[config.mk]
export PLATFORM = sky130hd
export DESIGN_NAME = segisect_cell
export DESIGN_NICKNAME = d
export VERILOG_FILES = /design/src/rtl/segisect_pkg.sv /design/src/rtl/segisect_cell.sv
export SDC_FILE = /design/constraint.sdc
export NUM_CORES = 1
export LEC_CHECK = 0
export BUFFER_PORTS_ARGS = -buffer_cell sky130_fd_sc_hd__buf_4
export CAP_MARGIN = 20
export CORE_AREA = 2 2 295 297
export DETAILED_ROUTE_END_ITERATION = 8
export DIE_AREA = 0 0 297 299
export HOLD_SLACK_MARGIN = 0.05
export PLACE_DENSITY_LB_ADDON = 0.1
export SYNTH_ARGS = -nofsm -noshare
export SYNTH_HDL_FRONTEND = slang
export SYNTH_SLANG_ARGS = --single-unit
export TNS_END_PERCENT = 50
[constraint.sdc]
create_clock -name clk -period 23.9 [get_ports clk]
set_input_delay 1.195 -clock clk [delete_from_list [all_inputs] [get_ports clk]]
set_output_delay 1.195 -clock clk [all_outputs]
set_load 0.02 [all_outputs]
[src/rtl/segisect_pkg.sv]
// Shared constants and flag type for the segment intersection pipeline.
package segisect_pkg;

  // Quotient bits per coordinate: 32-bit result plus one bit to detect clipping.
  localparam int unsigned Q_BITS   = 33;
  localparam int unsigned OUT_BITS = 32;

  localparam logic [OUT_BITS-1:0] SAT_POS = 32'h7FFF_FFFF;
  localparam logic [OUT_BITS-1:0] SAT_NEG = 32'h8000_0000;

  // Per-item control flags that ride along with the divider data.
  typedef struct packed {
    logic mode;      // bounding box test enabled
    logic parallel;  // determinant is zero
    logic neg_x;     // quotient x is negative
    logic neg_y;     // quotient y is negative
    logic ovf_x;     // |x quotient| >= 2^33
    logic ovf_y;     // |y quotient| >= 2^33
  } flags_t;

endpackage

[src/rtl/segisect_cell.sv]
// Divider cell: one restoring quotient bit for x and for y per item.
module segisect_cell #(
  parameter int unsigned DW   = 35,
  parameter int unsigned CRDW = 128
) (
  input  logic                                clk,
  input  logic                                rst,
  input  logic                                in_valid,
  output logic                                in_ready,
  input  logic [DW-1:0]                       in_den,
  input  logic [DW-1:0]                       in_rem_x,
  input  logic [DW-1:0]                       in_rem_y,
  input  logic [segisect_pkg::Q_BITS-1:0]     in_nl_x,
  input  logic [segisect_pkg::Q_BITS-1:0]     in_nl_y,
  input  logic [segisect_pkg::Q_BITS-1:0]     in_q_x,
  input  logic [segisect_pkg::Q_BITS-1:0]     in_q_y,
  input  segisect_pkg::flags_t                in_flags,
  input  logic [CRDW-1:0]                     in_crd,
  output logic                                out_valid,
  input  logic                                out_ready,
  output logic [DW-1:0]                       out_den,
  output logic [DW-1:0]                       out_rem_x,
  output logic [DW-1:0]                       out_rem_y,
  output logic [segisect_pkg::Q_BITS-1:0]     out_nl_x,
  output logic [segisect_pkg::Q_BITS-1:0]     out_nl_y,
  output logic [segisect_pkg::Q_BITS-1:0]     out_q_x,
  output logic [segisect_pkg::Q_BITS-1:0]     out_q_y,
  output segisect_pkg::flags_t                out_flags,
  output logic [CRDW-1:0]                     out_crd
);

  localparam int unsigned Q = segisect_pkg::Q_BITS;

  logic [DW:0] tx, ty, dext;
  logic        gex, gey;

  // Bring down the next numerator bit and try a subtract.
  assign dext = {1'b0, in_den};
  assign tx   = {in_rem_x, in_nl_x[Q-1]};
  assign ty   = {in_rem_y, in_nl_y[Q-1]};
  assign gex  = (tx >= dext);
  assign gey  = (ty >= dext);

  assign in_ready = !out_valid || out_ready;

  always_ff @(posedge clk) begin
    if (rst) begin
      out_valid <= 1'b0;
    end else if (in_ready) begin
      out_valid <= in_valid;
    end
  end

  always_ff @(posedge clk) begin
    if (in_ready) begin
      out_den   <= in_den;
      out_rem_x <= gex ? DW'(tx - dext) : DW'(tx);
      out_rem_y <= gey ? DW'(ty - dext) : DW'(ty);
      out_nl_x  <= {in_nl_x[Q-2:0], 1'b0};
      out_nl_y  <= {in_nl_y[Q-2:0], 1'b0};
      out_q_x   <= {in_q_x[Q-2:0], gex};
      out_q_y   <= {in_q_y[Q-2:0], gey};
      out_flags <= in_flags;
      out_crd   <= in_crd;
    end
  end

endmodule

### Word level (Yosys, flattened, before mapping)

Index checks and enable logic that the tools add are counted.

| word-level totals | value |
|---|---|
| register bits after elaboration | 370 |
| bits of input ports | 375 |
| output and inout port bits | 373 |
| word-level logic and storage cells | 23 |

| operators by class | value |
|---|---|
| add/sub/neg operators | 2 |
| order comparisons | 2 |
| muxes and demuxes | 2 |
| reductions and logical operators | 2 |

Operator list:

| cell | count |
|---|---|
| >= comparator 36 x 35 -> 1 bit | 2 |
| 2-to-1 mux 35 bit | 2 |
| subtractor 35 bit | 2 |
| logical NOT 1 bit | 1 |
| logical OR 1 bit | 1 |

### Logic depth before layout (Yosys ltp)

| depth | value |
|---|---|
| word-level depth | 2 |
| depth in mapped cells | 13 |
| mapped depth without buffers | 12 |

### Worst setup path before layout

OpenSTA, ideal clock, no wires.

| timing path | value |
|---|---|
| path type | input to output |
| start point | input port out_ready |
| end point | output port in_ready |
| arrival | 10.158 ns |
| required time | 22.705 ns |
| path slack | 12.547 ns |
| stages | 1 |
| buffers on the path | 0 |
| path through | nand2b_1 |

| between the ends | value |
|---|---|
| cells in the longest elaborated chain, start to end | 1 |

RTL lines:

| what | RTL line | text |
|---|---|---|
| from (decl) | segisect_cell.sv:20 | `input logic out_ready,` |
| logical OR 1 bit | segisect_cell.sv:44 | `assign in_ready = !out_valid \|\| out_ready;` |
| to (decl) | segisect_cell.sv:9 | `output logic in_ready,` |

No other way between the ends.

### Final worst setup path

| timing path | value |
|---|---|
| start point | input port in_den[0] |
| end point | register out_rem_x[34] (data pin) |

| between the ends | value |
|---|---|
| cells in the longest elaborated chain, start to end | 2 |
| elaborated cells between the ends (all ways) | 3 |
| classes of those cells | 1 x add/sub; 1 x order compare; 1 x mux |

RTL lines:

| what | RTL line | text |
|---|---|---|
| from (decl) | segisect_cell.sv:10 | `input logic [DW-1:0] in_den,` |
| subtractor 35 bit or >= comparator 36 x 35 -> 1 bit (tied branches) | segisect_cell.sv:57, segisect_cell.sv:41 |  |
| 2-to-1 mux 35 bit (*) | segisect_cell.sv:57 | `out_rem_x <= gex ? DW'(tx - dext) : DW'(tx);` |
| to (signal assigned) | segisect_cell.sv:57 |  |
| to (decl) | segisect_cell.sv:22 | `output logic [DW-1:0] out_rem_x,` |

Every way passes the cells marked *; elsewhere a longest branch is shown, timed or not.
A chain may end at the register's enable or synchronous reset.

==> results.json <==
{
  "status": "finished clean",
  "cts_setup_buffers": 0,
  "crit_path_start_kind": "input pin",
  "core_um2": 85900,
  "period_share_pct": 18.4,
  "gp_congestion": 0.853,
  "clkPwrFrac_pct": 36.6,
  "path_cells": "buf_4 > ha_1 > fa_1 > nand2b_1 > a21oi_1 > a31o_2 > o22ai_1 > o221ai_1 > o221ai_1 > o41ai_1 > xor2_1 > mux2_2",
  "cts_tree": "done",
  "rrSetupSlack_ps": 21120,
  "use_met3_pct": 6.51,
  "tightest_slew_ps": 1020,
  "path_common_cell": "o221ai_1",
  "cts_root_buf": "clkbuf_16",
  "detail-route-antenna-nets": 0,
  "setup_viol_count_final": 0,
  "synth_top_area_share_pct": 69.7,
  "ys.flop_type": "edfxtp_1",
  "netlist_instances": 1079,
  "hold_end": "out_valid",
  "power_leakage_nw": 10.4,
  "dp.cells": 2963,
  "num_rows": 108,
  "synth-edff-count": 369,
  "synth_area_leader_cell": "edfxtp_1",
  "rsz0062_at_grt": "false",
  "yosys_register_bits": 370,
  "relSlewSlack_pct": 32.0,
  "fmax_mhz": 227,
  "ir_drop_mv": 0.0471,
  "clkTransAtPathRegs_ps": 60,
  "cts_sinks": 370,
  "vias": 12100,
  "yosysWarningCount": 0,
  "busiest_layer": "met2",
  "drv_slew": 0,
  "drive_gt1_share_pct": 45.5,
  "htree_levels": 2,
  "syn2layout_area_growth_pct": 53.5,
  "cts_buffers": 49,
  "power.internal_mw": 1.37,
  "setup_tns_ps": 0,
  "antenna_found_initial": 20,
  "grt_pass1_vias": 12500,
  "ctsLongestPathBuffers": 3,
  "critPathKind": "input pin to register",
  "grt.overflow.total": 0,
  "reg2regPathDepth": 3,
  "drt_iter0_drc": 653,
  "p_total_mw": 1.92,
  "stdcell_count": 3055,
  "power_density_nw_per_um2": 78.8,
  "grt_pass1_wl_um": 97700,
  "gr-usage-all-layers_pct": 15.3,
  "worstHoldStart": "rst",
  "fin_skew_ps": 12.5,
  "hp-class": "input pin to register",
  "fin_crit_ps": 4400,
  "ys_types": 69,
  "p_sw_share_pct": 28.9,
  "ys_seq_area_share_pct": 69.8,
  "drt-wirelength-per-cell_um": 23.1,
  "r2r_start": "out_valid",
  "min_path_cells": 2,
  "synth.area.top_cells": "edfxtp_1 (70%), ha_1 (5.5%), mux2_4 (2.5%)",
  "place_area_um2": 22900,
  "slowest_stage": "o41ai_1",
  "die_w_um": 297,
  "drc": 0,
  "met2_usage_pct": 28.5,
  "end_kind": "register",
  "p_sw_uw": 557,
  "cp_max_fo": 3,
  "use_met1_pct": 16.0,
  "p_seq_share_pct": 42.0,
  "routed_wl_um": 70600,
  "via_per_inst": 3.96,
  "nNetsFinal": 2306,
  "slowest_delay_ps": 560,
  "drtPass1Iterations": 5,
  "max_cap_viol_count": 0,
  "die_h_um": 299,
  "hold_violations": 0,
  "async_reset_ff_share_pct": 0,
  "p_comb_share_pct": 21.4,
  "cts_resized": 0,
  "fillCellCount": 9033,
  "post-route-cell-area_um2": 24400,
  "initial_core_util_pct": 18.5,
  "crit_arrival_ps": 4740,
  "worstReg2RegEnd": "out_rem_x[15]",
  "crit_required_ps": 24240,
  "dieArea_um2": 88800,
  "dp_hpwl_um": 57300,
  "placement.io_buffers": 743,
  "ios": 748,
  "grt_max_degree": 151,
  "syn_avg_cell_area_um2": 14.7,
  "synth_area_um2": 15900,
  "cts_hold_buffers": 0,
  "insertion_delay_ps": 590
}
-- power groups by stage --
stage	registers (mW)	clock network [mW]	logic, mW
6_report	0.808	0.704	0.411
3_5_place_dp	0.821	0	0.421
3_3_place_gp	0.821	0	0.423
2_1_floorplan	0.912	0	0.127
5_1_grt	0.815	0.759	0.442
4_1_cts	0.809	0.735	0.423
-- synthesized netlist by cell type (4+ instances only) --
| master | number |
|---|---|
| a211oi_1 | 5 |
| a21boi_0 | 5 |
| a21o_1 | 21 |
| a21oi_1 | 67 |
| a31oi_1 | 7 |
| and2_1 | 4 |
| and3_1 | 5 |
| clkbuf_1 | 14 |
| edfxtp_1 | 369 |
| ha_1 | 70 |
| inv_1 | 61 |
| mux2_2 | 6 |
| mux2_4 | 26 |
| nand2_1 | 93 |
| nand2b_1 | 10 |
| nand3_1 | 17 |
| nand4_1 | 12 |
| nor2_1 | 42 |
| nor2b_1 | 8 |
| nor3_1 | 10 |
| o211ai_1 | 8 |
| o21ai_0 | 70 |
| o21bai_1 | 7 |
| o31ai_1 | 7 |
| or3_1 | 9 |
| xnor2_1 | 28 |
| xor2_1 | 31 |
-- logic make-up after synthesis --
logic type | after synthesis | share of synthesized area, %
flops | 370 | 69.8
simple gates | 221 | 6.42
fa+ha+maj | 72 | 5.76
other cells | 1 | 0.0236
mux | 36 | 3.14
buf+inv | 83 | 2.17
xor+xnor | 59 | 3.25
compound gates | 237 | 9.41
-- area by class of cell --
class,count,area [um^2],area share [%]
Clock buffer,59,1260,5.18
Timing Repair Buffer,750,5640,23.1
Clock inverter,30,238,0.974
Inverter,61,229,0.938
Antenna cell,3,7.51,0.0308
Sequential cell,370,11100,45.5
Tap cell,1155,1450,5.92
Multi-Input combinational cell,627,4480,18.3
-- cell usage in the layout, fill, tap and decap left out, drive strengths merged, types with 5 or more instances in the layout --
master,Yosys,layout
buf,8,750
edfxtp,369,369
nand2,93,93
o21ai,71,71
ha,70,70
a21oi,70,70
inv,61,65
clkbuf,14,59
nor2,42,42
mux2,33,33
xor2,31,31
xnor2,28,28
a21o,22,22
clkinv,0,19
nand3,17,17
nand4,12,12
nor3,10,10
nand2b,10,10
or3,9,9
o211ai,9,9
nor2b,8,8
o31ai,7,7
o21bai,7,7
a31oi,7,7
a211oi,5,5
and3,5,5
a21boi,5,5
clkinvlp,0,5
-- per-stage QoR --
step | utilization [%] | worst slack (ps) | hold WS (ps)
global placement | 26.6 | 18760 | 1120
finish | 28.4 | 19500 | 753
CTS | 28.4 | 19410 | 694
global route | 28.4 | 19220 | 709
floorplan | - | 12550 | 1260
detailed placement | 26.6 | 18780 | 1110
-- worst max-delay path: cells and delay by family --
family	cells	cell delay, ps
AO/OA/AOI/OAI	6	2200
adder cells (fa/ha/maj)	2	650
multiplexers	1	280
AND/OR/NAND/NOR	1	170
buffers and inverters	1	130
XOR/XNOR	1	130
-- routing by layer --
metal  wire length (um)  vias up
li1                   -     5664
met1              25500     5897
met2              37500      427
met3               6320       94
met4               1050       24
met5                163        -
-- worst max path at each step --
stage                    from            end  cells after the start
finish              in_den[0]  out_rem_x[34]                     12
global route        in_den[3]  out_rem_y[15]                     12
CTS                 in_den[0]  out_rem_x[34]                     12
detailed placement  in_den[0]  out_rem_x[34]                     12
global placement    in_den[0]  out_rem_x[34]                     12
floorplan           out_ready       in_ready                      1
-- state kept, by name, summed over array words and instances (netlist names) --
register and flops:
out_nl_x 32, out_rem_y 35, out_flags 6, out_valid 1, out_rem_x 35, out_q_y 33, out_crd 128, out_q_x 33
out_den 35, out_nl_y 32
Note: power is estimated with default switching activity, not from simulation.
