## config.mk

```make
export PLATFORM = sky130hd
export DESIGN_NAME = segisect_back
export DESIGN_NICKNAME = d
export VERILOG_FILES = /design/src/rtl/segisect_pkg.sv /design/src/rtl/segisect_back.sv
export SDC_FILE = /design/constraint.sdc
export NUM_CORES = 1
export LEC_CHECK = 0
export BUFFER_PORTS_ARGS = -buffer_cell sky130_fd_sc_hd__clkbuf_2
export CAP_MARGIN = 20
export CORE_ASPECT_RATIO = 0.8
export CORE_MARGIN = 4
export CORE_UTILIZATION = 55
export CTS_BUF_LIST = sky130_fd_sc_hd__clkbuf_8
export CTS_CLUSTER_DIAMETER = 50
export CTS_CLUSTER_SIZE = 14
export DETAILED_ROUTE_END_ITERATION = 12
export GPL_TIMING_DRIVEN = 0
export PLACE_DENSITY = 0.78
export RECOVER_POWER = 25
export SYNTH_ARGS = -nofsm -noshare
export SYNTH_HDL_FRONTEND = slang
export SYNTH_SLANG_ARGS = --single-unit
```

## constraint.sdc

```tcl
create_clock -name clk -period 6 [get_ports clk]
set_input_delay 0.6 -clock clk [delete_from_list [all_inputs] [get_ports clk]]
set_output_delay 0.6 -clock clk [all_outputs]
set_load 0.03 [all_outputs]
```

## src/rtl/segisect_pkg.sv

```systemverilog
// Shared constants and flag type for the segment intersection pipeline.
package segisect_pkg;

  // Quotient bits per coordinate: 32-bit result plus one bit to detect clipping.
  localparam int unsigned Q_BITS   = 33;
  localparam int unsigned OUT_BITS = 32;

  localparam logic [OUT_BITS-1:0] SAT_POS = 32'h7FFF_FFFF;
  localparam logic [OUT_BITS-1:0] SAT_NEG = 32'h8000_0000;

  // Per-item control flags that ride along with the divider data.
  typedef struct packed {
    logic mode;      // bounding box test enabled
    logic parallel;  // determinant is zero
    logic neg_x;     // quotient x is negative
    logic neg_y;     // quotient y is negative
    logic ovf_x;     // |x quotient| >= 2^33
    logic ovf_y;     // |y quotient| >= 2^33
  } flags_t;

endpackage

```

## src/rtl/segisect_back.sv

```systemverilog
// Back end: sign, saturation, bounding box test and output register.
module segisect_back #(
  parameter int unsigned C = 16
) (
  input  logic                                clk,
  input  logic                                rst,
  input  logic                                in_valid,
  output logic                                in_ready,
  input  logic [segisect_pkg::Q_BITS-1:0]     in_q_x,
  input  logic [segisect_pkg::Q_BITS-1:0]     in_q_y,
  input  segisect_pkg::flags_t                in_flags,
  input  logic [8*C-1:0]                      in_crd,
  output logic                                out_valid,
  input  logic                                out_ready,
  output logic [2*segisect_pkg::OUT_BITS-1:0] out_data,
  output logic [2:0]                          out_user
);

  localparam int unsigned OB = segisect_pkg::OUT_BITS;

  logic s1_v, rdy1, rdy0;
  assign rdy1     = !out_valid || out_ready;
  assign rdy0     = !s1_v || rdy1;
  assign in_ready = rdy0;

  // Saturate each quotient to the signed 32-bit range.
  logic          satx, saty;
  logic [OB-1:0] px_c, py_c;
  always_comb begin
    if (in_flags.neg_x) begin
      satx = in_flags.ovf_x || (in_q_x > {1'b0, segisect_pkg::SAT_NEG});
      px_c = satx ? segisect_pkg::SAT_NEG : OB'(-in_q_x[OB-1:0]);
    end else begin
      satx = in_flags.ovf_x || (in_q_x > {1'b0, segisect_pkg::SAT_POS});
      px_c = satx ? segisect_pkg::SAT_POS : in_q_x[OB-1:0];
    end
    if (in_flags.neg_y) begin
      saty = in_flags.ovf_y || (in_q_y > {1'b0, segisect_pkg::SAT_NEG});
      py_c = saty ? segisect_pkg::SAT_NEG : OB'(-in_q_y[OB-1:0]);
    end else begin
      saty = in_flags.ovf_y || (in_q_y > {1'b0, segisect_pkg::SAT_POS});
      py_c = saty ? segisect_pkg::SAT_POS : in_q_y[OB-1:0];
    end
  end

  // Bounding box edges of both segments.
  logic signed [C-1:0] a1x, a1y, a2x, a2y, b1x, b1y, b2x, b2y;
  assign a1x = in_crd[0*C +: C];
  assign a1y = in_crd[1*C +: C];
  assign a2x = in_crd[2*C +: C];
  assign a2y = in_crd[3*C +: C];
  assign b1x = in_crd[4*C +: C];
  assign b1y = in_crd[5*C +: C];
  assign b2x = in_crd[6*C +: C];
  assign b2y = in_crd[7*C +: C];

  logic signed [OB-1:0] s1_px, s1_py;
  logic signed [OB-1:0] axl, axh, ayl, ayh, bxl, bxh, byl, byh;
  logic                 s1_sat;
  segisect_pkg::flags_t s1_flags;

  always_ff @(posedge clk) begin
    if (rst) begin
      s1_v      <= 1'b0;
      out_valid <= 1'b0;
    end else begin
      if (rdy0) s1_v <= in_valid;
      if (rdy1) out_valid <= s1_v;
    end
  end

  always_ff @(posedge clk) begin
    if (rdy0) begin
      s1_px    <= px_c;
      s1_py    <= py_c;
      s1_sat   <= satx || saty;
      s1_flags <= in_flags;
      axl <= OB'((a1x < a2x) ? a1x : a2x);
      axh <= OB'((a1x < a2x) ? a2x : a1x);
      ayl <= OB'((a1y < a2y) ? a1y : a2y);
      ayh <= OB'((a1y < a2y) ? a2y : a1y);
      bxl <= OB'((b1x < b2x) ? b1x : b2x);
      bxh <= OB'((b1x < b2x) ? b2x : b1x);
      byl <= OB'((b1y < b2y) ? b1y : b2y);
      byh <= OB'((b1y < b2y) ? b2y : b1y);
    end
  end

  // Containment test, then the output beat.
  logic inbox;
  assign inbox = (s1_px >= axl) && (s1_px <= axh) && (s1_py >= ayl) && (s1_py <= ayh) &&
                 (s1_px >= bxl) && (s1_px <= bxh) && (s1_py >= byl) && (s1_py <= byh);

  always_ff @(posedge clk) begin
    if (rdy1) begin
      if (s1_flags.parallel) begin
        out_data <= '0;
        out_user <= 3'b010;
      end else begin
        out_data <= {s1_py, s1_px};
        out_user <= {s1_sat, 1'b0, (!s1_flags.mode || inbox)};
      end
    end
  end

endmodule

```

---- Yosys cells after proc, flatten, opt, wreduce, memory -nomap -nowiden ----
Index checks and enable logic that the tools add are counted.
storage, ports and cells
  logic and storage cells ................. 71
  output and inout bits ................... 69
  register bits after elaboration ......... 392
  input port bits ......................... 204
cells by class
  multiplexer cells ....................... 17
  $lt $le $gt $ge ......................... 16
  add/sub/neg operators ................... 2
  reductions and logical operators ........ 18
operators with widths
  cell                                                              number
  2-to-1 mux 32 bit                                                 14
  greater-or-equal comparator 32 bit                                4
  <= comparator 32 bit                                              4
  greater-than comparator 33 x 31 -> 1 bit (second input constant)  2
  greater-than comparator 33 x 32 -> 1 bit (second input constant)  2
  < comparator 16 bit                                               4
  negation 32 bit                                                   2
  logical OR 1 bit                                                  8
  logical AND 1 bit                                                 7
  logical NOT 1 bit                                                 3
  2-to-1 mux 1 bit                                                  2
  2-to-1 mux 2 bit                                                  1

---- Depth between registers and ports, before layout ----
Gate-level depths: netlist of the first run.
  depth in word-level cells ............... 10
  mapped depth ............................ 12
  mapped depth without buffers ............ 10

---- Worst setup path after synthesis of the first run ----
No wires, ideal clock.
  path kind ............................... input port to flip-flop
  start ................................... input out_ready
  end ..................................... register axh[0] (enable)
  path buffers ............................ 0
  data arrival time ....................... 4.151 ns
  stages on the path ...................... 2
  library setup time ...................... 1.623 ns
  slack ................................... 0.226 ns
  data required time ...................... 4.377 ns
  cells stage by stage .................... nor2b_1 nand2_1
between the ends
  longest elaborated chain between the ends .. 2
RTL lines
  item                  RTL line             text
  start, declared       segisect_back.sv:14  input logic out_ready,
  logical OR 1 bit      segisect_back.sv:22  assign rdy1 = !out_valid || out_ready;
  logical OR 1 bit      segisect_back.sv:23  assign rdy0 = !s1_v || rdy1;
  via in_ready          segisect_back.sv:8   output logic in_ready,
  end signal, assigned  segisect_back.sv:79  axh <= OB'((a1x < a2x) ? a2x : a1x);
  end, declared         segisect_back.sv:58  logic signed [OB-1:0] axl, axh, ayl, ayh, bxl, bxh, byl, byh;
The timed path passes the listed nets, and every way through them passes these cells.
A chain may end at the register's enable or synchronous reset.

---- Worst setup path in the final report of the first run ----
  start ................................... register out_valid
  end ..................................... register axl[30] (enable)
between the ends
  longest elaborated chain between the ends .. 3
RTL lines
  item                    RTL line             text
  start, declared         segisect_back.sv:13  output logic out_valid,
  start signal, assigned  segisect_back.sv:68  if (rdy1) out_valid <= s1_v;
  logical NOT 1 bit       segisect_back.sv:22
  logical OR 1 bit        segisect_back.sv:22
  logical OR 1 bit        segisect_back.sv:23
  end signal, assigned    segisect_back.sv:78  axl <= OB'((a1x < a2x) ? a1x : a2x);
  end, declared           segisect_back.sv:58
No other way between the ends.

==> results.yml, run 1 <==
clock_tree:
  clkTransAtPathRegs_ps: 80
  postCtsHoldBufs: 0
  ctsLongestPathBuffers: 3
  clk_latency_ps: 680
  cts_sinks: 264
  post_cts_resized: 0
  cts_tree: "done"
  clockRootBuffer: "clkbuf_8"
  numCtsBuffers: 30
  htree_levels: 1
  post_cts_buffers: 0
worst_setup_path:
  endpoint_kind: "register"
  cp_data_arrival_time_ps: 4740
  crit_required_ps: 6130
  worstSetupPathType: "reg -> reg"
  crit_slowest_cell: "clkbuf_1"
  r2r-start: "out_valid$_SDFFE_PP0P_"
  rr_worst_depth: 3
  rrSetupSlack_ps: 1390
  cp_top_family: "buffers and inverters"
  cp_max_fo: 73
  crit_chain: "nor2b_1, nand2_1, clkbuf_1"
  setup.worst_path.start_class: "register"
  regToRegEndpoint: "axl[30]$_DFFE_PP_"
  cp_num_buf_inv: 1
  slowest_delay_ps: 2870
die:
  io_pins: 273
  die_y_microns: 193.0
  fp.dieW_microns: 239.2
  die_area_sq_um: 46160
  placementRows: 67
  coreArea_sq_um: 42080
  initial_core_util_pct: 55.89
power_and_ir_drop:
  switching_share_pct: 38.60
  switchingPower_mw: 2.279
  fin_total_pwr_mw: 5.903
  clkPwrFrac_pct: 22.1
  p_leak_nw: 10.97
  power_frac_comb_pct: 36.1
  power_per_cell_area_nw_per_um2: 224.8
  seqPwrFrac_pct: 41.8
  p_int_mw: 3.624
  vdd_drop_max_mv: 0.1654
logic_synthesis:
  yosysMostFrequentCell: "ha_1"
  syn-cell-area_sq_um: 23520
  synth_xor_area_share_pct: 0.07448
  yosysTopAreaCell: "edfxtp_1"
  yosys.area_share.simple_pct: 21.43
  synth.yosys.seq_area_share_pct: 33.62
  synthMuxAreaShare_pct: 0.5586
  synthDistinctLibCells: 75
  synth-adder-area-share_pct: 17.02
  synthCells: 2605
  synth.net_count: 3129
  synth_seq_cells: 264
  synth-main-ff-cell: "edfxtp_1"
  async_reset_ff_share_pct: 0
  synthTopCellsByCount: "320 x ha_1, 262 x edfxtp_1, 215 x inv_1"
  ys_warn_count: 0
  synth_edf_count: 262
  synth.avg_cell_area_sq_um: 9.029
  synthTopCellsByArea: "edfxtp_1 33%, ha_1 17%, o311ai_0 4.4%, nand3_1 4.3%, or4_1 4.1%"
  synth_compound_area_share_pct: 20.98
  synth_top_family_by_area: "simple AND/OR/NAND/NOR gates"
  yosysTopAreaCellShare_pct: 33.45
grt:
  overflow: 0
  grt_pass1_wl_microns: 122800
  grt_max_degree: 74
  grt_usage_pct: 33.19
  grt_antenna_before_repair: 10
  grt_pass1_vias: 22130
cells_and_area:
  fin_area_sq_um: 26260
  fillerInstances: 3620
  seqCellArea_sq_um: 7908
  final_nets: 3436
  drive_above_1_share_pct: 12.82
  area_delta_synth_final_pct: 11.65
  largest_reg_flops: 64
  multiInputGateArea_sq_um: 14130
  final_util_pct: 62.40
  top_regs: "out_data x64, s1_px x32, s1_py x32"
  top_register: "out_data"
  instances_no_fill: 3492
routing:
  drt_iter0_markers: 2536
  routed_wl_microns: 79970
  vias: 23700
  vias_per_cell: 6.787
  drcViolationCount: 0
  dr.pass1.iters: 7
  ant_nets: 0
  wl_per_cell_microns: 22.90
sta:
  fin_crit_ps: 4611
  slew_headroom_pct: -169.2
  max_freq_mhz: 216.9
  slew_violations: 142
  rsz0062_at_grt: "false"
  hold_viol_final: 0
  setup_viol: 0
  fin_crit_sh_pct: 76.86
  finalClockSkew_ps: 60.50
  tns_ps: 0
  tightest_slew_ps: 4038
placement:
  post_dp_cell_area_sq_um: 25650
  dp_hpwl_microns: 64070
  routabilityCongestion: 0.9578
  placedCellCount: 3431
  portBuffers: 271
hold_path:
  hold_end: "s1_v$_SDFFE_PP0P_"
  min_path_cells: 2
  hold_path_startpoint: "rst"
  hold_class: "in -> reg"
job:
  cap_violations: 2
outcome:
  run_status: "finished, violations left"
  violations: "max-capacitance violations, max-slew violations"
[per-layer routing]
| metal | routed length (microns) | vias to the layer above | share of wire [%] | GRT usage (%) |
|---|---|---|---|---|
| li1 | - | 10830 | - | - |
| met2 | 34150 | 1305 | 43 | 49.47 |
| met1 | 35500 | 11410 | 44 | 50.20 |
| met4 | 1633 | 10 | 2.0 | 6.873 |
| met5 | 63 | - | 0.079 | 0 |
| met3 | 8625 | 147 | 11 | 6.783 |
[power groups by stage]
| stage | Sequential, mW | Combinational (mW) | Clock, mW |
|---|---|---|---|
| after floorplan | 2.52 | 1.28 | 0 |
| after global placement | 2.50 | 1.96 | 0 |
| after detailed placement | 2.50 | 2.07 | 0 |
| after CTS | 2.46 | 2.08 | 1.32 |
| after global routing | 2.48 | 2.37 | 1.40 |
| final | 2.47 | 2.13 | 1.31 |
[cell type report]
class | count | area share (%)
Clock buffer | 30 | 1.572
Sequential cell | 264 | 30.11
Timing Repair Buffer | 275 | 5.379
Clock inverter | 24 | 0.7909
Inverter | 219 | 3.135
Tap cell | 552 | 2.630
Buffer | 172 | 2.520
Antenna cell | 6 | 0.05718
Multi-Input combinational cell | 1950 | 53.80
[worst max path at each step]
stage               depth (start not counted)  slack [ps]                   endpoint              startpoint
CTS                                        10        2280  out_user[0]$_SDFFCE_PP0P_       ayl[30]$_DFFE_PP_
finish                                      3        1390          axl[30]$_DFFE_PP_  out_valid$_SDFFE_PP0P_
detailed placement                         12        2140        s1_py[20]$_DFFE_PP_               in_q_y[0]
floorplan                                   2         230           axh[0]$_DFFE_PP_               out_ready
global route                                3        1050          axh[30]$_DFFE_PP_  out_valid$_SDFFE_PP0P_
global placement                            4       -1880                   in_ready               out_ready
[cell usage in the layout (no fill, tap or decap), types with 11 or more instances in the layout]
master	synthesis	layout
a211o_1	12	12
a211oi_1	14	14
a21o_1	62	62
a21oi_1	134	134
a221o_1	11	11
a31oi_1	73	73
clkbuf_1	159	160
clkbuf_2	0	271
clkbuf_8	0	30
edfxtp_1	262	262
ha_1	320	320
inv_1	215	220
nand2_1	199	199
nand2b_1	19	19
nand3_1	200	200
nand4_1	69	69
nor2_1	73	73
nor2b_1	83	83
nor3_1	41	41
nor4_1	21	21
o21ai_0	136	136
o311a_1	57	57
o311ai_0	117	117
o311ai_1	27	27
or3_1	21	21
or4_1	127	127
[per-stage QoR]
stage / setup WS (ps) / hold slack (ps)
floorplan: 226.0 / 463.1
global placement: -1882 / 475.0
detailed placement: 2137 / 547.4
CTS: 2276 / 55.71
global route: 1047 / 82.71
finish: 1389 / 98.11
[worst reg2reg max path: stages (launching register included)]
cell and delay, ps:
dfxtp_1 320, nor2b_1 170, nand2_1 600, clkbuf_1 2880
[cell families after synthesis]
group | count (synthesis)
and+or+nand+nor | 910
AOI/OAI and AO/OA | 706
buffers and inverters | 391
adders and majority gates | 320
DFF | 264
muxes | 12
xor gates and xnor gates | 2
Note: power is estimated with default switching activity, not from simulation.
==> inputs of run 2 (changes only) <==
ABC_AREA = 1   (was default)
PLACE_DENSITY = 0.82   (was 0.78)
clock period = 4.2 ns   (was 6 ns; I/O delays follow)
==> results.yml, run 2 <==
worst_setup_path:
  crit_chain: "nand2_1"
  crit_slowest_cell: "nand2_1"
  endpoint_kind: "register"
  cp_data_arrival_time_ps: 2800
  setup.worst_path.start_class: "register"
  cp_num_buf_inv: 0
  rr_worst_depth: 1
  cp_num_cells: 1
  cp_top_family: "simple AND/OR/NAND/NOR gates"
  worstSetupPathType: "reg -> reg"
  cp_max_fo: 68
  crit_required_ps: 3840
  slowest_delay_ps: 1760
clock_tree:
  htree_levels: 1
  cts_sinks: 264
  clk_latency_ps: 640
  clkTransAtPathRegs_ps: 90
  cts_tree: "done"
  ctsLongestPathBuffers: 3
  numCtsBuffers: 31
  clockRootBuffer: "clkbuf_8"
cells_and_area:
  fin_area_sq_um: 23080
  drive_above_1_share_pct: 14.17
  largest_reg_flops: 64
  final_util_pct: 63.72
  area_delta_synth_final_pct: 13.52
  instances_no_fill: 3264
  top_register: "out_data"
  top_regs: "out_data x64, s1_px x32, s1_py x32"
  final_nets: 3283
  layout_common_cells: "591 x nand2_1, 393 x inv_1, 320 x ha_1"
  layout_commonest_cell: "nand2_1"
logic_synthesis:
  synth-main-ff-cell: "edfxtp_1"
  synth.yosys.seq_area_share_pct: 38.89
  yosysTopAreaCellShare_pct: 38.69
  yosysMostFrequentCell: "nand2_1"
  synth.net_count: 2972
  synth_seq_cells: 264
  async_reset_ff_share_pct: 0
  synthTopCellsByArea: "edfxtp_1 39%, ha_1 20%, nand2_1 11%, inv_1 7.2%, a21oi_1 4.1%"
  ys_warn_count: 0
  synth_edf_count: 262
  synth.avg_cell_area_sq_um: 8.307
  syn-cell-area_sq_um: 20330
  yosysTopAreaCell: "edfxtp_1"
  synthCells: 2448
  synthTopCellsByCount: "591 x nand2_1, 389 x inv_1, 320 x ha_1"
  synthDistinctLibCells: 42
power_and_ir_drop:
  p_leak_nw: 11.92
  vdd_drop_max_mv: 0.2278
  power_per_cell_area_nw_per_um2: 347.3
sta:
  fin_crit_ps: 3161
  tns_ps: 0
  slew_violations: 127
  rsz0062_at_grt: "false"
  slew_headroom_pct: -111.5
  hold_viol_final: 0
  tightest_slew_ps: 3165
  finalClockSkew_ps: 33.31
  setup_viol: 0
  fin_crit_sh_pct: 75.26
  max_freq_mhz: 316.4
die:
  fp.dieW_microns: 223.0
  initial_core_util_pct: 56.13
  placementRows: 62
  io_pins: 273
  die_area_sq_um: 40130
  die_y_microns: 180.0
  coreArea_sq_um: 36230
placement:
  routabilityCongestion: 0.9310
  placedCellCount: 3202
  portBuffers: 271
  dp_hpwl_microns: 45240
  post_dp_cell_area_sq_um: 22390
grt:
  overflow: 0
  grt_pass1_vias: 17400
  grt_max_degree: 69
  grt_pass1_wl_microns: 88510
  grt_usage_pct: 26.94
  grt_antenna_before_repair: 4
routing:
  vias_per_cell: 5.560
  dr.pass1.iters: 6
  drt_iter0_markers: 1596
  drcViolationCount: 0
  wl_per_cell_microns: 17.23
  ant_nets: 0
  vias: 18150
  routed_wl_microns: 56230
job:
  cap_violations: 2
outcome:
  run_status: "finished, violations left"
  violations: "max-capacitance violations, max-slew violations"
hold_path:
  min_path_cells: 3
  hold_class: "in -> reg"
[run 2: path summary, 6_finish.rpt]
check,start,to,slack [ps]
hold / removal,in_crd[45],axh[13]$_DFFE_PP_,60
hold reg to reg,s1_v$_SDFFE_PP0P_,out_valid$_SDFFE_PP0P_,460
setup reg to reg,out_valid$_SDFFE_PP0P_,out_data[45]$_SDFFCE_PP0P_,1040
setup / recovery,out_valid$_SDFFE_PP0P_,out_data[45]$_SDFFCE_PP0P_,1040
[run 2: final cells by class]
| cell class | count | area (sq um) |
|---|---|---|
| Timing Repair Buffer | 278 | 1456 |
| Sequential cell | 264 | 7908 |
| Clock inverter | 23 | 255.2 |
| Tap cell | 480 | 600.6 |
| Buffer | 43 | 209.0 |
| Clock buffer | 31 | 426.7 |
| Fill cell | 2945 | 13140 |
| Inverter | 399 | 1498 |
| Antenna cell | 4 | 10.01 |
| Multi-Input combinational cell | 1742 | 10720 |
[run 2: worst min-delay path, stage by stage]
cell and delay [ps]:
clkbuf_2 90, nand2_1 50, nand2_1 50
[run 2: power breakdown]
part           switching [mW]  leakage, nW  internal [mW]
registers               0.211         2.86           3.29
clock network            1.08        0.356          0.928
logic                    1.60         8.70          0.911
[run 2: what timing repair did]
action	4_1_cts	5_1_grt
hold buffers	4	0
hold endpoints to repair	4	0
gates resized for setup	0	0
setup buffers	0	0
[run 2: routing by layer]
metal  track usage [%]  routed length, microns
met5                 0                       0
met2             40.56                   24050
met1             39.62                   25040
met3             4.843                    5097
met4             8.627                    2041
[run 2: cells by family after synthesis]
kind of cell	Yosys count	synth area share, %
flops	264	38.89
buf+inv	442	8.393
compound gates	406	10.90
simple gates	962	19.81
xor+xnor	54	2.326
fa+ha+maj	320	19.69
[run 2: stage by stage]
step	power, mW	setup slack, ps	hold slack (ps)
final	8.017	1039	62.82
after global placement	5.842	456.9	466.1
after floorplan	5.178	1236	459.0
after CTS	8.031	1168	35.66
after global routing	8.546	776.5	54.84
after detailed placement	6.027	1195	483.9
==> inputs of run 3 (changes only) <==
clock period = 2.85 ns   (was 4.2 ns; I/O delays follow)
==> results.yml, run 3 (synthesis results as in run 2) <==
outcome:
  run_status: "finished, violations left"
  violations: "max-capacitance violations, max-slew violations"
sta:
  tns_ps: 0
  hold_viol_final: 0
  tightest_slew_ps: 1845
  slew_headroom_pct: -23.01
  fin_crit_ps: 2801
  max_freq_mhz: 357.1
  setup_viol: 0
  slew_violations: 68
  finalClockSkew_ps: 30.06
  fin_crit_sh_pct: 98.27
  hold_slack_ps: 35.83
routing:
  vias_per_cell: 5.541
  dr.pass1.iters: 7
  ant_nets: 0
  vias: 18980
  routed_wl_microns: 59220
  drcViolationCount: 0
  wl_per_cell_microns: 17.29
  drt_iter0_markers: 1669
cells_and_area:
  fin_area_sq_um: 24830
  instances_no_fill: 3425
  layout_common_cells: "583 x nand2_1, 383 x inv_1, 318 x ha_1"
  layout_commonest_cell: "nand2_1"
  area_delta_synth_final_pct: 22.11
  top_register: "out_data"
  final_util_pct: 68.54
  largest_reg_flops: 64
  final_nets: 3447
  top_regs: "out_data x64, s1_px x32, s1_py x32"
  drive_above_1_share_pct: 14.65
worst_setup_path:
  setup.worst_path.start_class: "primary input"
  rr_worst_depth: 16
  cp_data_arrival_time_ps: 3150
  crit_required_ps: 3200
  worstSetupPathType: "in -> reg"
  r2r-start: "byl[30]$_DFFE_PP_"
  endpoint_kind: "register"
  rrSetupSlack_ps: 120
  cp_max_fo: 10
  regToRegEndpoint: "out_user[0]$_SDFFCE_PP0P_"
power_and_ir_drop:
  power_per_cell_area_nw_per_um2: 495.1
  vdd_drop_max_mv: 0.2795
  p_leak_nw: 12.55
clock_tree:
  htree_levels: 1
  clk_latency_ps: 610
  clkTransAtPathRegs_ps: 90
  cts_sinks: 264
  ctsLongestPathBuffers: 3
  numCtsBuffers: 30
  clockRootBuffer: "clkbuf_8"
  cts_tree: "done"
grt:
  grt_pass1_vias: 18010
  grtUsageMet1_pct: 39.85
  grt_use_met2_pct: 43.39
  overflow: 0
  grt.busiest_layer: "met2"
  grt_antenna_before_repair: 3
  grt_usage_pct: 27.71
  grtUsageMet3_pct: 3.995
  grt_max_degree: 73
  grt_pass1_wl_microns: 91480
hold_path:
  min_path_cells: 3
  hold_path_startpoint: "in_crd[1]"
  hold_class: "in -> reg"
  hold_end: "axl[1]$_DFFE_PP_"
die:
  io_pins: 273
  placementRows: 62
  die_area_sq_um: 40130
  initial_core_util_pct: 56.13
  coreArea_sq_um: 36230
  fp.dieW_microns: 223.0
  die_y_microns: 180.0
placement:
  post_dp_cell_area_sq_um: 22420
  routabilityCongestion: 0.9429
  placedCellCount: 3203
  dp_hpwl_microns: 44800
  portBuffers: 271
job:
  cap_violations: 1
## run 3: how the worst max path moves through the flow
stage                                     end                   start  cells past startpoint
finish                       axh[8]$_DFFE_PP_              in_crd[46]                     16
global route        out_user[0]$_SDFFCE_PP0P_       byl[30]$_DFFE_PP_                     15
floorplan                    axh[0]$_DFFE_PP_  out_valid$_SDFFE_PP0P_                      1
detailed placement  out_user[0]$_SDFFCE_PP0P_       byl[30]$_DFFE_PP_                     14
CTS                         axh[12]$_DFFE_PP_              in_crd[46]                     16
global placement            bxh[10]$_DFFE_PP_               out_ready                      3
## run 3: per-stage QoR
stage                     power, mW  setup WS [ps]
final                         12.29          49.37
after global routing          13.07         -20.81
after CTS                     12.10          27.38
after detailed placement      8.871         -94.82
after global placement        8.614         -714.6
after floorplan               7.632          23.15
## run 3: area by class of cell
cell class,instances,area (sq um)
fillers,2802,11400
multi-input cells,1742,10850
flip-flops and latches,264,7908
repair buffers,444,3034
inverters,399,1524
well taps,480,600.6
clock buffers,31,426.7
clock inverters,20,259.0
plain buffers,40,210.2
repair inverters,2,15.01
diodes,3,7.507
## run 3: routing by layer
metal	routed length, microns	up-vias
met3	5382	145
li1	-	9154
met1	25970	8750
met2	25930	928
met5	0	-
met4	1938	0
## run 3: timing repair
item                                    CTS  global route
hold buffers                            132             0
setup buffers                             3            34
endpoints found under the setup margin    1            44
hold endpoints to repair                 88             0
gates resized for setup                   8            45
pin swaps                                 0             6
gates cloned                              0             2
## run 3: critical path, stage by stage
cell and delay (ps):
dlygate4sd3_1 520, clkbuf_2 120, inv_1 70, ha_1 270
nand2_1 90, inv_1 60, nand3_1 140, inv_1 60
a21oi_1 250, nand2_2 120, nand2_1 120, nand2_4 100
buf_2 210, nand2_1 100, nand2_1 70, dlygate4sd3_1 560
## run 3: power by group
group | leakage [nW] | internal (mW) | switching, mW
clock network | 0.350 | 1.44 | 1.52
logic | 9.34 | 1.66 | 2.50
registers | 2.86 | 4.85 | 0.324
total | 12.5 | 7.95 | 4.34
